File: src/rtl/cabct_pkg.sv
// shared constants and types for the circle and box collision test
package cabct_pkg;

   localparam int COORD_BITS_DEFAULT = 24;
   localparam int MODE_BITS          = 2;

   typedef enum logic [MODE_BITS-1:0] {
      MODE_CIRCLE_CIRCLE = 2'd0,
      MODE_CIRCLE_BOX    = 2'd1,
      MODE_BOX_BOX       = 2'd2,
      MODE_UNUSED        = 2'd3
   } mode_type;

   typedef struct packed {
      logic force_hit;
      logic use_cmp;
   } flags_type;

endpackage

File: src/rtl/cabct_prep.sv
// first stage: per-mode differences, nearest box point and decided flags
module cabct_prep #(
   parameter int COORD_BITS = cabct_pkg::COORD_BITS_DEFAULT
) (
   input  logic                                clock,
   input  logic                                enable,
   input  logic [cabct_pkg::MODE_BITS-1:0]     mode,
   input  logic signed [COORD_BITS-1:0]        a_x_lo,
   input  logic signed [COORD_BITS-1:0]        a_y_lo,
   input  logic signed [COORD_BITS-1:0]        a_x_hi_or_radius,
   input  logic signed [COORD_BITS-1:0]        a_y_hi,
   input  logic signed [COORD_BITS-1:0]        b_x_lo,
   input  logic signed [COORD_BITS-1:0]        b_y_lo,
   input  logic signed [COORD_BITS-1:0]        b_x_hi_or_radius,
   input  logic signed [COORD_BITS-1:0]        b_y_hi,
   output logic signed [COORD_BITS:0]          dx_ff,
   output logic signed [COORD_BITS:0]          dy_ff,
   output logic signed [COORD_BITS:0]          r_ff,
   output cabct_pkg::flags_type                flags_ff
);

   logic signed [COORD_BITS:0] ax0, ay0, ax1, bx0, by0, bx1, by1;
   logic signed [COORD_BITS:0] dx_in, dy_in, r_in;
   cabct_pkg::flags_type       flags_in;
   logic below_x, above_x, below_y, above_y, in_box, box_hit;

   assign ax0 = {a_x_lo[COORD_BITS-1], a_x_lo};
   assign ay0 = {a_y_lo[COORD_BITS-1], a_y_lo};
   assign ax1 = {a_x_hi_or_radius[COORD_BITS-1], a_x_hi_or_radius};
   assign bx0 = {b_x_lo[COORD_BITS-1], b_x_lo};
   assign by0 = {b_y_lo[COORD_BITS-1], b_y_lo};
   assign bx1 = {b_x_hi_or_radius[COORD_BITS-1], b_x_hi_or_radius};
   assign by1 = {b_y_hi[COORD_BITS-1], b_y_hi};

   assign below_x = a_x_lo < b_x_lo;
   assign above_x = a_x_lo > b_x_hi_or_radius;
   assign below_y = a_y_lo < b_y_lo;
   assign above_y = a_y_lo > b_y_hi;
   assign in_box  = !(below_x || above_x || below_y || above_y);
   assign box_hit = !(a_x_hi_or_radius < b_x_lo || a_x_lo > b_x_hi_or_radius ||
                      a_y_hi < b_y_lo || a_y_lo > b_y_hi);

   always_comb begin
      dx_in    = '0;
      dy_in    = '0;
      r_in     = '0;
      flags_in = '0;
      unique case (cabct_pkg::mode_type'(mode))
         cabct_pkg::MODE_CIRCLE_CIRCLE: begin
            dx_in            = ax0 - bx0;
            dy_in            = ay0 - by0;
            r_in             = ax1 + bx1;
            flags_in.use_cmp = 1'b1;
         end
         cabct_pkg::MODE_CIRCLE_BOX: begin
            // clamp of the centre to the box, min tested first
            if (below_x) begin
               dx_in = ax0 - bx0;
            end else if (above_x) begin
               dx_in = ax0 - bx1;
            end
            if (below_y) begin
               dy_in = ay0 - by0;
            end else if (above_y) begin
               dy_in = ay0 - by1;
            end
            r_in               = ax1;
            flags_in.use_cmp   = 1'b1;
            flags_in.force_hit = in_box;
         end
         cabct_pkg::MODE_BOX_BOX: begin
            flags_in.force_hit = box_hit;
         end
         default: begin
            flags_in = '0;
         end
      endcase
   end

   always_ff @(posedge clock) begin
      if (enable) begin
         dx_ff    <= dx_in;
         dy_ff    <= dy_in;
         r_ff     <= r_in;
         flags_ff <= flags_in;
      end
   end

endmodule

File: config.mk
export PLATFORM = sky130hd
export DESIGN_NAME = cabct_prep
export DESIGN_NICKNAME = d
export VERILOG_FILES = /design/src/rtl/cabct_pkg.sv /design/src/rtl/cabct_prep.sv
export SDC_FILE = /design/constraint.sdc
export NUM_CORES = 1
export LEC_CHECK = 0
export BUFFER_PORTS_ARGS = -buffer_cell sky130_fd_sc_hd__buf_2
export CORE_MARGIN = 1.5
export CORE_UTILIZATION = 60
export CTS_BUF_LIST = sky130_fd_sc_hd__clkbuf_2 sky130_fd_sc_hd__clkbuf_4 sky130_fd_sc_hd__clkbuf_8
export DETAILED_ROUTE_END_ITERATION = 6
export HOLD_SLACK_MARGIN = 0.03
export PLACE_DENSITY = 0.95
export REMOVE_ABC_BUFFERS = 1
export SETUP_SLACK_MARGIN = 0.02
export SLEW_MARGIN = 30
export SYNTH_ARGS = -nofsm -noshare
export SYNTH_HDL_FRONTEND = slang
export SYNTH_SLANG_ARGS = --single-unit
File: constraint.sdc
create_clock -name clock -period 4.7 [get_ports clock]
set_input_delay 0.705 -clock clock [delete_from_list [all_inputs] [get_ports clock]]
set_output_delay 0.705 -clock clock [all_outputs]
set_load 0.02 [all_outputs]
# Word-level counts from Yosys, hierarchy flattened
# Cells that the tools add are included.
[classes]
order_cmp = 6
n_eq_ne = 2
n_addsub = 5
mux = 9
n_reduce_logical = 10
[ops]
columns = ["operator", "n"]
rows = [
  ["$pmux 25 s2", 3],
  ["$mux 25", 4],
  ["$sub 24x24->25", 4],
  ["$lt 24x24->1", 4],
  ["$gt 24x24->1", 2],
  ["$add 24x24->25", 1],
  ["$logic_or 1x1->1", 6],
  ["$eq 2x1->1 const B", 1],
  ["$eq 2x2->1 const B", 1],
  ["$logic_not 1->1", 2],
  ["$logic_not 2->1", 1],
  ["$pmux 1 s2", 1],
  ["$reduce_or 2->1", 1],
  ["$mux 1", 1],
]
[word_totals]
out_inout_bits = 77
elab_cells = 37
register_bits = 77
inputBits = 196

# Depth between registers and ports, before layout
# Gate-level depths: netlist (run 1).
[depth]
word_depth = 6
mapped_depth = 13
ltp_nobuf = 13

# Worst setup path after synthesis (run 1)
# OpenSTA, ideal clock, no wires.
[synth_path]
path_kind = "input to register"
from = "input b_x_hi_or_radius[3]"
to = "register dx_ff[14] (data pin)"
setup_time_ns = 0.264
n_path_buf = 2
path_slack_ns = 1.442
t_arrival_ns = 2.994
t_required_ns = 4.436
path_stages = 12
path_cell_list = "inv_1 -> ha_1 -> a21o_1 -> a211oi_2 -> o21ai_4 -> a2111oi_4 -> o41ai_4 -> a221oi_2 -> or3_1 -> buf_6 -> buf_12 -> o22ai_2"
[synth_between]
elab_chain_cells = 4
elab_cells_between_ends = 5
cone_classes = "add/sub (1); order compare (1); mux (3)"
[synth_lines]
columns = ["element", "line", "source"]
rows = [
  ["start: declaration", "cabct_prep.sv:14", "input logic signed [COORD_BITS-1:0] b_x_hi_or_radius,"],
  ["$sub 24x24->25 / $gt 24x24->1 (equally long branches)", "cabct_prep.sv:60, cabct_prep.sv:36", ""],
  ["$mux 25 *", "cabct_prep.sv:59", "end else if (above_x) begin"],
  ["$mux 25 *", "cabct_prep.sv:57", "if (below_x) begin"],
  ["$pmux 25 s2 *", "cabct_prep.sv:48", "unique case (cabct_pkg::mode_type'(mode))"],
  ["named net dx_in[14]", "cabct_prep.sv:23", "logic signed [COORD_BITS:0] dx_in, dy_in, r_in;"],
  ["end signal: assignment", "cabct_prep.sv:82", "dx_ff <= dx_in;"],
  ["end: declaration", "cabct_prep.sv:16", "output logic signed [COORD_BITS:0] dx_ff,"],
]
# The timed path passes the listed nets; every way through them passes the cells marked *.
# A chain may end at the register's enable or synchronous reset.

# Worst setup path in the final report (run 1)
[layout_path]
from = "input b_x_lo[22]"
to = "register dx_ff[22] (data pin)"
[layout_between]
elab_chain_cells = 3
elab_cells_between_ends = 4
cone_classes = "add/sub (1); order compare (1); mux (2)"
[layout_lines]
columns = ["element", "line", "source"]
rows = [
  ["start: declaration", "cabct_prep.sv:12", "input logic signed [COORD_BITS-1:0] b_x_lo,"],
  ["$sub 24x24->25 / $lt 24x24->1 (equally long branches)", "cabct_prep.sv:50, cabct_prep.sv:58, cabct_prep.sv:35", ""],
  ["$mux 25", "cabct_prep.sv:57", ""],
  ["$pmux 25 s2 *", "cabct_prep.sv:48", ""],
  ["named net dx_in[22]", "cabct_prep.sv:23", ""],
]
# Marked as above.

==> results.yml, run 1 <==
synth:
  ys_seq_area_frac: 0.225
  async_reset_ff_frac: 0
  netlist_instances: 1193
  yosysTopAreaCell: "edfxtp_1"
  ys_seq_elements: 77
  synth.avg_cell_area_um2: 8.61
  yosysWarningCount: 0
  ys_types: 71
  synthTopCellsByArea: "edfxtp_1 23%, ha_1 21%, inv_1 5.1%"
  syn_area_mm2: 0.0103
  synth_edf_count: 77
  synthFlopType: "edfxtp_1"
  synth_top_area_frac: 0.225
clock_tree:
  cts-htree-levels: 3
  cts_buffers: 9
  cts_setup_buffers: 0
  cts_sinks: 77
  ctsResizeCount: 0
  clk_pin_slew_worst_paths_ns: 0.10
  clockBufferDepth: 2
  cts_hold_buf: 0
  tritoncts: "yes"
  root_buffer: "clkbuf_8"
timing:
  final-setup-viol-count: 0
  finalCritPeriodShare: 0.763
  worstMarginPinSlew_ns: 0.807
  rsz0062_at_grt: "no"
  slew_violations: 0
  fin_hold_ws_ns: 0.670
  hold_viol_final: 0
  fmax_mhz: 279
  finalSetupTns_ns: 0
  finalCriticalPeriod_ns: 3.59
  slew-limit-headroom: 0.456
placement:
  routabilityCongestion: 0.992
  hpwl_um: 25400
  dp.cells: 1666
  io_buffers: 272
drt:
  drt-met1-wl_um: 12200
  vias: 10351
  wl_per_cell_um: 18.3
  wl_um: 30800
  dr_wl_met2_um: 15200
  drc: 0
  antenna_left: 0
  post_drt_via_cell_ratio: 6.14
  top_layer_used: "met4"
  first_pass_iters: 6
  route.met3.wl_um: 2350
  drt_first_iter_violations: 792
floorplanning:
  coreArea_mm2: 0.0166
  num_rows: 47
  dieArea_mm2: 0.0179
  initial_utilization: 0.617
  die_h_um: 134
  die-width_um: 134
  ios: 273
setup_path:
  cp.arrival_ns: 3.78
  worstPathRequired_ns: 4.89
  slowest_stage: "or3_2"
  start_kind: "input pin"
  worstSetupStartpoint: "b_x_lo[22]"
  cp_max_fo: 25
  cpPeakStageDelay_ns: 0.78
  cp_cell_sequence: "buf_2 > inv_1 > ha_1 > nand2_1 > or3_1 > or3_1 > a21boi_0 > nand2_1 > or3_2 > o22ai_1"
  cp-end-kind: "register"
  crit_type: "in -> reg"
min_path:
  hp-start: "a_x_hi_or_radius[7]"
  hold_path.class: "in -> reg"
power_and_ir_drop:
  p_per_area_mw_per_mm2: 241
  p_leak_nw: 5.97
  ir_drop_uv: 169
cells_and_area:
  instances_no_fill: 1685
  layout_commonest_cell: "buf_2"
  nNetsFinal: 1828
  drive_above_1_share: 0.220
  fillers: 1286
  syn2layout_area_growth_pct: 17.4
  final_cell_mix: "271 x buf_2, 170 x ha_1, 140 x inv_1"
global_routing:
  grt_pass1_wl_um: 48700
  first_global_vias: 9924
  grt_overflow: 0
  antenna_found_initial: 3
  grt_max_degree: 78
  track_usage: 0.337
outcome:
  outcome: "complete, no violations"
run:
  cap_violations: 0
power by group:
part           total [mW]  switching [mW]  internal (mW)  leakage [nW]
clock               0.581           0.279          0.302         0.110
combinational        1.44           0.854          0.587          5.12
sequential          0.887          0.0260          0.861         0.740
worst max-delay path: cells and delay by family:
kind	cells	cell delay [ns]
adder cells (fa/ha/maj)	1	0.39
AND/OR/NAND/NOR	5	1.85
buffers and inverters	2	0.13
AO/OA/AOI/OAI	2	0.69
layer usage:
metal,vias to the layer above,global-route usage
li1,4964,-
met1,4760,0.417
met2,543,0.601
met3,84,0.0378
met4,0,0.129
met5,-,0
per-stage QoR:
stage / instance area [um^2] / util / total power [mW] / setup slack (ns)
finish: 12100 / 0.724 / 2.91 / 1.11
global route: 12100 / 0.724 / 3.06 / 0.908
CTS: 12000 / 0.724 / 2.88 / 1.18
detailed placement: 11800 / 0.710 / 2.31 / 0.822
global placement: 11800 / 0.710 / 2.27 / 0.583
floorplan: 10100 / - / 1.87 / 0.897
layout make-up:
type                            count  area (um^2)  share of cell area
Tap cell                          220          275              0.0228
Clock inverter                      7         98.8             0.00820
Inverter                          140          526              0.0436
Antenna cell                        3         7.51            0.000623
Timing Repair Buffer              277         1410               0.117
Sequential cell                    77         2310               0.192
Multi-Input combinational cell    952         7310               0.606
Clock buffer                        9          124              0.0103
logic make-up after synthesis:
kind of cell	after synthesis	synth area share
AO/OA/AOI/OAI	417	0.278
AND/OR/NAND/NOR	259	0.130
adder cells (fa/ha/maj)	175	0.217
buffers and inverters	164	0.0636
XOR/XNOR	99	0.0845
flip-flops	77	0.225
multiplexers	2	0.00195
path summary, 6_finish.rpt:
path	cells past startpoint	end
min	2	r_ff[7]
max	10	dx_ff[22]
flip-flops by register name (all words and copies together) (netlist names):
signal / cells
dx_ff: 25
dy_ff: 25
flags_ff: 2
r_ff: 25
synth_stat cells (all sizes together) (13+ instances only):
library cell	number
ha	170
inv	140
a21oi	105
edfxtp	77
o21ai	68
nand2	56
a21o	54
xnor2	54
nor2	50
o22ai	48
xor2	45
a22o	25
nand3	25
nand2b	21
nor2b	21
nand4	18
o21bai	18
clkbuf	16
nor3	15
o21a	13
or3	13
(Power assumes the default switching activity.)
==> inputs of run 2 (changes only) <==
Settings changed: CORE_UTILIZATION 60 to 56, PLACE_DENSITY 0.95 to 0.93.
Clock period 4.7 ns to 3.5 ns, I/O delays scaled along.
==> run 2 against run 1 <==
Compared with the run above: hold slack got worse by 0.18 ns; non-clock buffer count rose by 15; routed wire length rose by 0.56%; flip-flop and latch count did not move; clock power rose by 57%; design area rose by 1.7%; die area rose by 7.0%; cell count rose by 1.5%; setup slack got worse by 0.78 ns; clock-buffer cell count did not move.
==> results.yml, run 2 (synthesis gave the netlist of run 1 again) <==
outcome:
  outcome: "complete, no violations"
drt:
  wl_um: 31000
  route.met3.wl_um: 2480
  drt-met1-wl_um: 12400
  first_pass_iters: 5
  post_drt_via_cell_ratio: 6.11
  antenna_left: 0
  dr_wl_met2_um: 14400
  drt_first_iter_violations: 782
  top_layer_used: "met4"
  vias: 10456
  wl_per_cell_um: 18.1
  drc: 0
cells_and_area:
  top_regs: "dx_ff: 25 flops, dy_ff: 25 flops, r_ff: 25 flops"
  instances_no_fill: 1710
  final_cell_mix: "271 x buf_2, 170 x ha_1, 140 x inv_1"
  utilization: 0.682
  layout_commonest_cell: "buf_2"
  nNetsFinal: 1843
  syn2layout_area_growth_pct: 19.4
  fillers: 1456
  multi_input_area_mm2: 0.00730
  seq_area_mm2: 0.00231
  drive_above_1_share: 0.227
clock_tree:
  cts_hold_buf: 0
  clk_pin_slew_worst_paths_ns: 0.09
  cts_setup_buffers: 0
  tritoncts: "yes"
  root_buffer: "clkbuf_8"
  cts_buffers: 9
  cts-htree-levels: 3
  cts_sinks: 77
  ctsResizeCount: 0
  clockBufferDepth: 2
global_routing:
  track_usage: 0.314
  grt_pass1_wl_um: 48900
  antenna_found_initial: 4
  first_global_vias: 10062
  grt_overflow: 0
  grt_max_degree: 78
timing:
  slew_violations: 0
  finalCriticalPeriod_ns: 3.17
  rsz0062_at_grt: "no"
  slew-limit-headroom: 0.382
  worstMarginPinSlew_ns: 0.917
  finalCritPeriodShare: 0.906
  hold_viol_final: 0
  final-setup-viol-count: 0
  fin_hold_ws_ns: 0.494
  fmax_mhz: 315
floorplanning:
  ios: 273
  dieArea_mm2: 0.0192
  num_rows: 49
  initial_utilization: 0.572
  die_h_um: 138
  die-width_um: 138
  coreArea_mm2: 0.0180
placement:
  hpwl_um: 25600
  dp.cells: 1690
  io_buffers: 272
  routabilityCongestion: 0.978
setup_path:
  cp_max_fo: 3
  cp.arrival_ns: 3.29
  crit_type: "in -> reg"
  start_kind: "input pin"
  cp-end-kind: "register"
  worstPathRequired_ns: 3.62
power_and_ir_drop:
  p_leak_nw: 6.08
  p_per_area_mw_per_mm2: 332
  ir_drop_uv: 248
min_path:
  hold_path.class: "in -> reg"
run:
  cap_violations: 0
## run 2: changes by cell type in the layout (fill, tap and decap cells not counted)
| cell | delta |
|---|---|
| clkinv_1 | +1 |
| clkinv_4 | -1 |
| buf_12 | +3 |
| clkinvlp_4 | -1 |
| bufinv_16 | +2 |
| diode_2 | +1 |
| or3_2 | -1 |
| or3_1 | +1 |
| inv_6 | -1 |
| buf_4 | +12 |
## run 2: cell type report
class / count / area share
Clock inverter: 7 / 0.0112
Clock buffer: 9 / 0.0101
Tap cell: 229 / 0.0234
Timing Repair Buffer: 292 / 0.127
Inverter: 140 / 0.0429
Sequential cell: 77 / 0.189
Multi-Input combinational cell: 952 / 0.596
Antenna cell: 4 / 0.000817
## run 2: power by group
group          leakage (nW)  internal, mW  total, mW  switching [mW]
combinational          5.20         0.816       1.97            1.16
sequential            0.740          1.16       1.19          0.0337
clock                 0.131         0.544      0.911           0.368
## run 2: worst max-delay path, cell delays in order
cell,delay (ns)
buf_2,0.09
inv_1,0.09
ha_1,0.19
inv_1,0.06
fa_1,0.42
a211oi_1,0.30
o2111a_1,0.29
o31ai_1,0.12
a31oi_1,0.26
a21oi_1,0.15
a31o_2,0.29
a21boi_0,0.23
xor2_1,0.17
o22ai_1,0.09
## run 2: worst paths after layout
path | start | end | slack (ns) | depth (start not counted)
worst max-delay path | a_y_lo[0] | dy_ff[22] | 0.33 | 14
worst min-delay path | a_x_hi_or_radius[0] | r_ff[0] | 0.49 | 2
## run 2: layer usage
metal  track usage  vias to the layer above
met5       0.00251                        -
met4         0.178                        0
met3        0.0464                      113
met2         0.526                      519
met1         0.388                     4819
li1              -                     5005
## run 2: through the flow
step           cell area (um^2)  power (mW)  TNS [ns]  worst slack [ns]
4_1_cts                   12200        4.04         0             0.348
2_1_floorplan             10100        2.51     -1.50            -0.123
6_report                  12300        4.07         0             0.329
3_5_place_dp              12000        3.14   -0.0267           -0.0267
5_1_grt                   12300        4.28         0            0.0774
3_3_place_gp              12000        3.08         0            0.0416
==> inputs of run 3 (changes only) <==
Settings changed: ABC_AREA set to 1, CORE_UTILIZATION 56 to 58, MAX_ROUTING_LAYER set to met4, TNS_END_PERCENT set to 100.
==> run 3 against run 2 <==
Compared with the run above: via count rose by 48%; critical path depth increased by 3; utilization fell by 0.62 points; routed wire length is 67% higher; the flow now finishes with violations (design-rule violations); cell count rose by 54%; setup slack gained 0.27 ns; synthesized area increased by 24%; sequential share of layout area shrank 3.1 points; design area rose by 20%; combinational power grew 27%.
==> results.yml, run 3 <==
synth:
  yosysTopAreaCell: "nand2_1"
  yosysMostFrequentCell: "nand2_1"
  async_reset_ff_frac: 0
  ys_types: 43
  syn_area_mm2: 0.0127
  synth_edf_count: 77
  netlist_instances: 2062
  ys_top_cells_by_count: "680 x nand2_1, 321 x inv_1, 178 x nor2_1, 170 x ha_1, 145 x a21oi_1"
  ys_seq_area_frac: 0.181
  synth.avg_cell_area_um2: 6.18
  ys_seq_elements: 77
  yosysWarningCount: 0
  synth_top_area_frac: 0.200
  synthFlopType: "edfxtp_1"
  synthTopCellsByArea: "nand2_1 20%, edfxtp_1 18%, ha_1 17%"
setup_path:
  cp-end-kind: "register"
  cp.arrival_ns: 3.15
  start_kind: "input pin"
  cp_max_fo: 8
  worstPathRequired_ns: 3.75
  crit_type: "in -> reg"
floorplanning:
  die-width_um: 151
  dieArea_mm2: 0.0229
  coreArea_mm2: 0.0217
  ios: 273
  die_h_um: 151
  initial_utilization: 0.588
  num_rows: 54
global_routing:
  grt_overflow: 0
  grt_max_degree: 78
  antenna_found_initial: 3
  first_global_vias: 14176
  grt_pass1_wl_um: 76800
  track_usage: 0.461
placement:
  pre_cts_slack_ns: 0.300
  routabilityCongestion: 1.20
  hpwl_um: 44100
  io_buffers: 272
  placed_area_mm2: 0.0144
  dp.cells: 2608
timing:
  slew_violations: 0
  worst_slack_ns: 0.595
  hold_viol_final: 0
  finalCritPeriodShare: 0.830
  fmax_mhz: 344
  slew-limit-headroom: 0.437
  worstMarginPinSlew_ns: 0.844
  finalCriticalPeriod_ns: 2.90
  rsz0062_at_grt: "no"
  finalSetupTns_ns: 0
  final-setup-viol-count: 0
drt:
  drt_first_iter_violations: 1683
  first_pass_iters: 7
  wl_um: 51800
  wl_per_cell_um: 19.7
  drc: 7
  post_drt_via_cell_ratio: 5.88
  antenna_left: 0
  vias: 15454
min_path:
  holdPathStages: 3
  min_to: "r_ff[19]"
  hp-start: "a_x_hi_or_radius[19]"
  hold_path.class: "in -> reg"
power_and_ir_drop:
  ir_drop_uv: 242
  p_per_area_mw_per_mm2: 306
  p_leak_nw: 8.13
clock_tree:
  ctsResizeCount: 0
  cts_buffers: 9
  clockBufferDepth: 2
  cts-htree-levels: 3
  clk_pin_slew_worst_paths_ns: 0.10
  cts_sinks: 77
  root_buffer: "clkbuf_8"
  cts_hold_buf: 0
  cts_setup_buffers: 0
  tritoncts: "yes"
cells_and_area:
  nNetsFinal: 2710
  layout_commonest_cell: "nand2_1"
  final_cell_mix: "680 x nand2_1, 321 x inv_1, 271 x buf_2"
  syn2layout_area_growth_pct: 15.0
  drive_above_1_share: 0.147
  top_regs: "dx_ff: 25 flops, dy_ff: 25 flops, r_ff: 25 flops"
  utilization: 0.676
  fin_area_mm2: 0.0147
  instances_no_fill: 2628
run:
  cap_violations: 0
outcome:
  violations: "design-rule violations"
  outcome: "finished, violations left"
==> run 3: cell count changes in the layout (fill, tap and decap cells not counted), sizes merged, moves of 24 or more <==
cell	change
nand2	+635
inv	+190
nor2	+135
nand3	+121
o22ai	-48
a21o	-47
a21oi	+42
a22o	-24
==> run 3: stage by stage <==
step,power [mW],hold slack (ns)
CTS,4.37,0.466
floorplan,2.77,0.637
global placement,3.59,0.850
detailed placement,3.63,0.873
global route,4.71,0.484
finish,4.49,0.481
==> run 3: critical path: stages <==
cell and delay, ns:
buf_2 0.08, inv_1 0.05, ha_1 0.26, fa_1 0.43, inv_1 0.15, nand3_1 0.08
nand2_1 0.17, nand2_1 0.07, nand2_1 0.15, nand2_1 0.07, nand3_1 0.12, nand2_1 0.07
nand2_1 0.24, nand2_1 0.13, inv_1 0.33, nand2_1 0.12, nand3_1 0.11
==> run 3: where the power goes <==
part | internal, mW | switching [mW] | total [mW] | leakage, nW
Combinational | 0.808 | 1.70 | 2.50 | 7.30
Clock | 0.343 | 0.425 | 0.768 | 0.0930
Sequential | 1.16 | 0.0527 | 1.21 | 0.741
==> run 3: cell families (layout without fill, tap and decap cells) <==
logic type | after synthesis | in the layout | share of synthesized area
xor gates and xnor gates | 78 | 78 | 0.0536
buffers and inverters | 343 | 625 | 0.103
adders and majority gates | 175 | 175 | 0.175
DFF | 77 | 77 | 0.181
and+or+nand+nor | 1108 | 1108 | 0.366
other | 0 | 4 | 0
AOI/OAI and AO/OA | 281 | 281 | 0.122
==> run 3: routing by layer <==
| layer | up-vias | routed length, um | GRT usage |
|---|---|---|---|
| met1 | 6978 | 21000 | 0.603 |
| met3 | 163 | 6780 | 0.116 |
| li1 | 7268 | - | - |
| met5 | - | 0 | - |
| met2 | 1045 | 21900 | 0.683 |
| met4 | 0 | 2140 | 0.172 |
==> run 3: worst max path at each step <==
stage | startpoint | to | slack (ns) | cells past startpoint
2_1_floorplan | mode[1] | dy_ff[0] | 0.63 | 6
3_3_place_gp | a_y_lo[0] | dy_ff[22] | 0.41 | 17
3_5_place_dp | a_y_lo[0] | dy_ff[23] | 0.30 | 17
4_1_cts | a_y_lo[0] | dy_ff[23] | 0.69 | 17
5_1_grt | a_y_lo[0] | dy_ff[19] | 0.48 | 17
6_report | a_y_lo[0] | dy_ff[23] | 0.60 | 17
==> run 3: layout make-up <==
type                    instances  area, um^2
flip-flops and latches         77        2310
clock buffers                  10         131
clock inverters                 6        70.1
diodes                          4        10.0
well taps                     280         350
fillers                      1971        7030
repair buffers                281        1440
multi-input cells            1642        9120
inverters                     328        1230
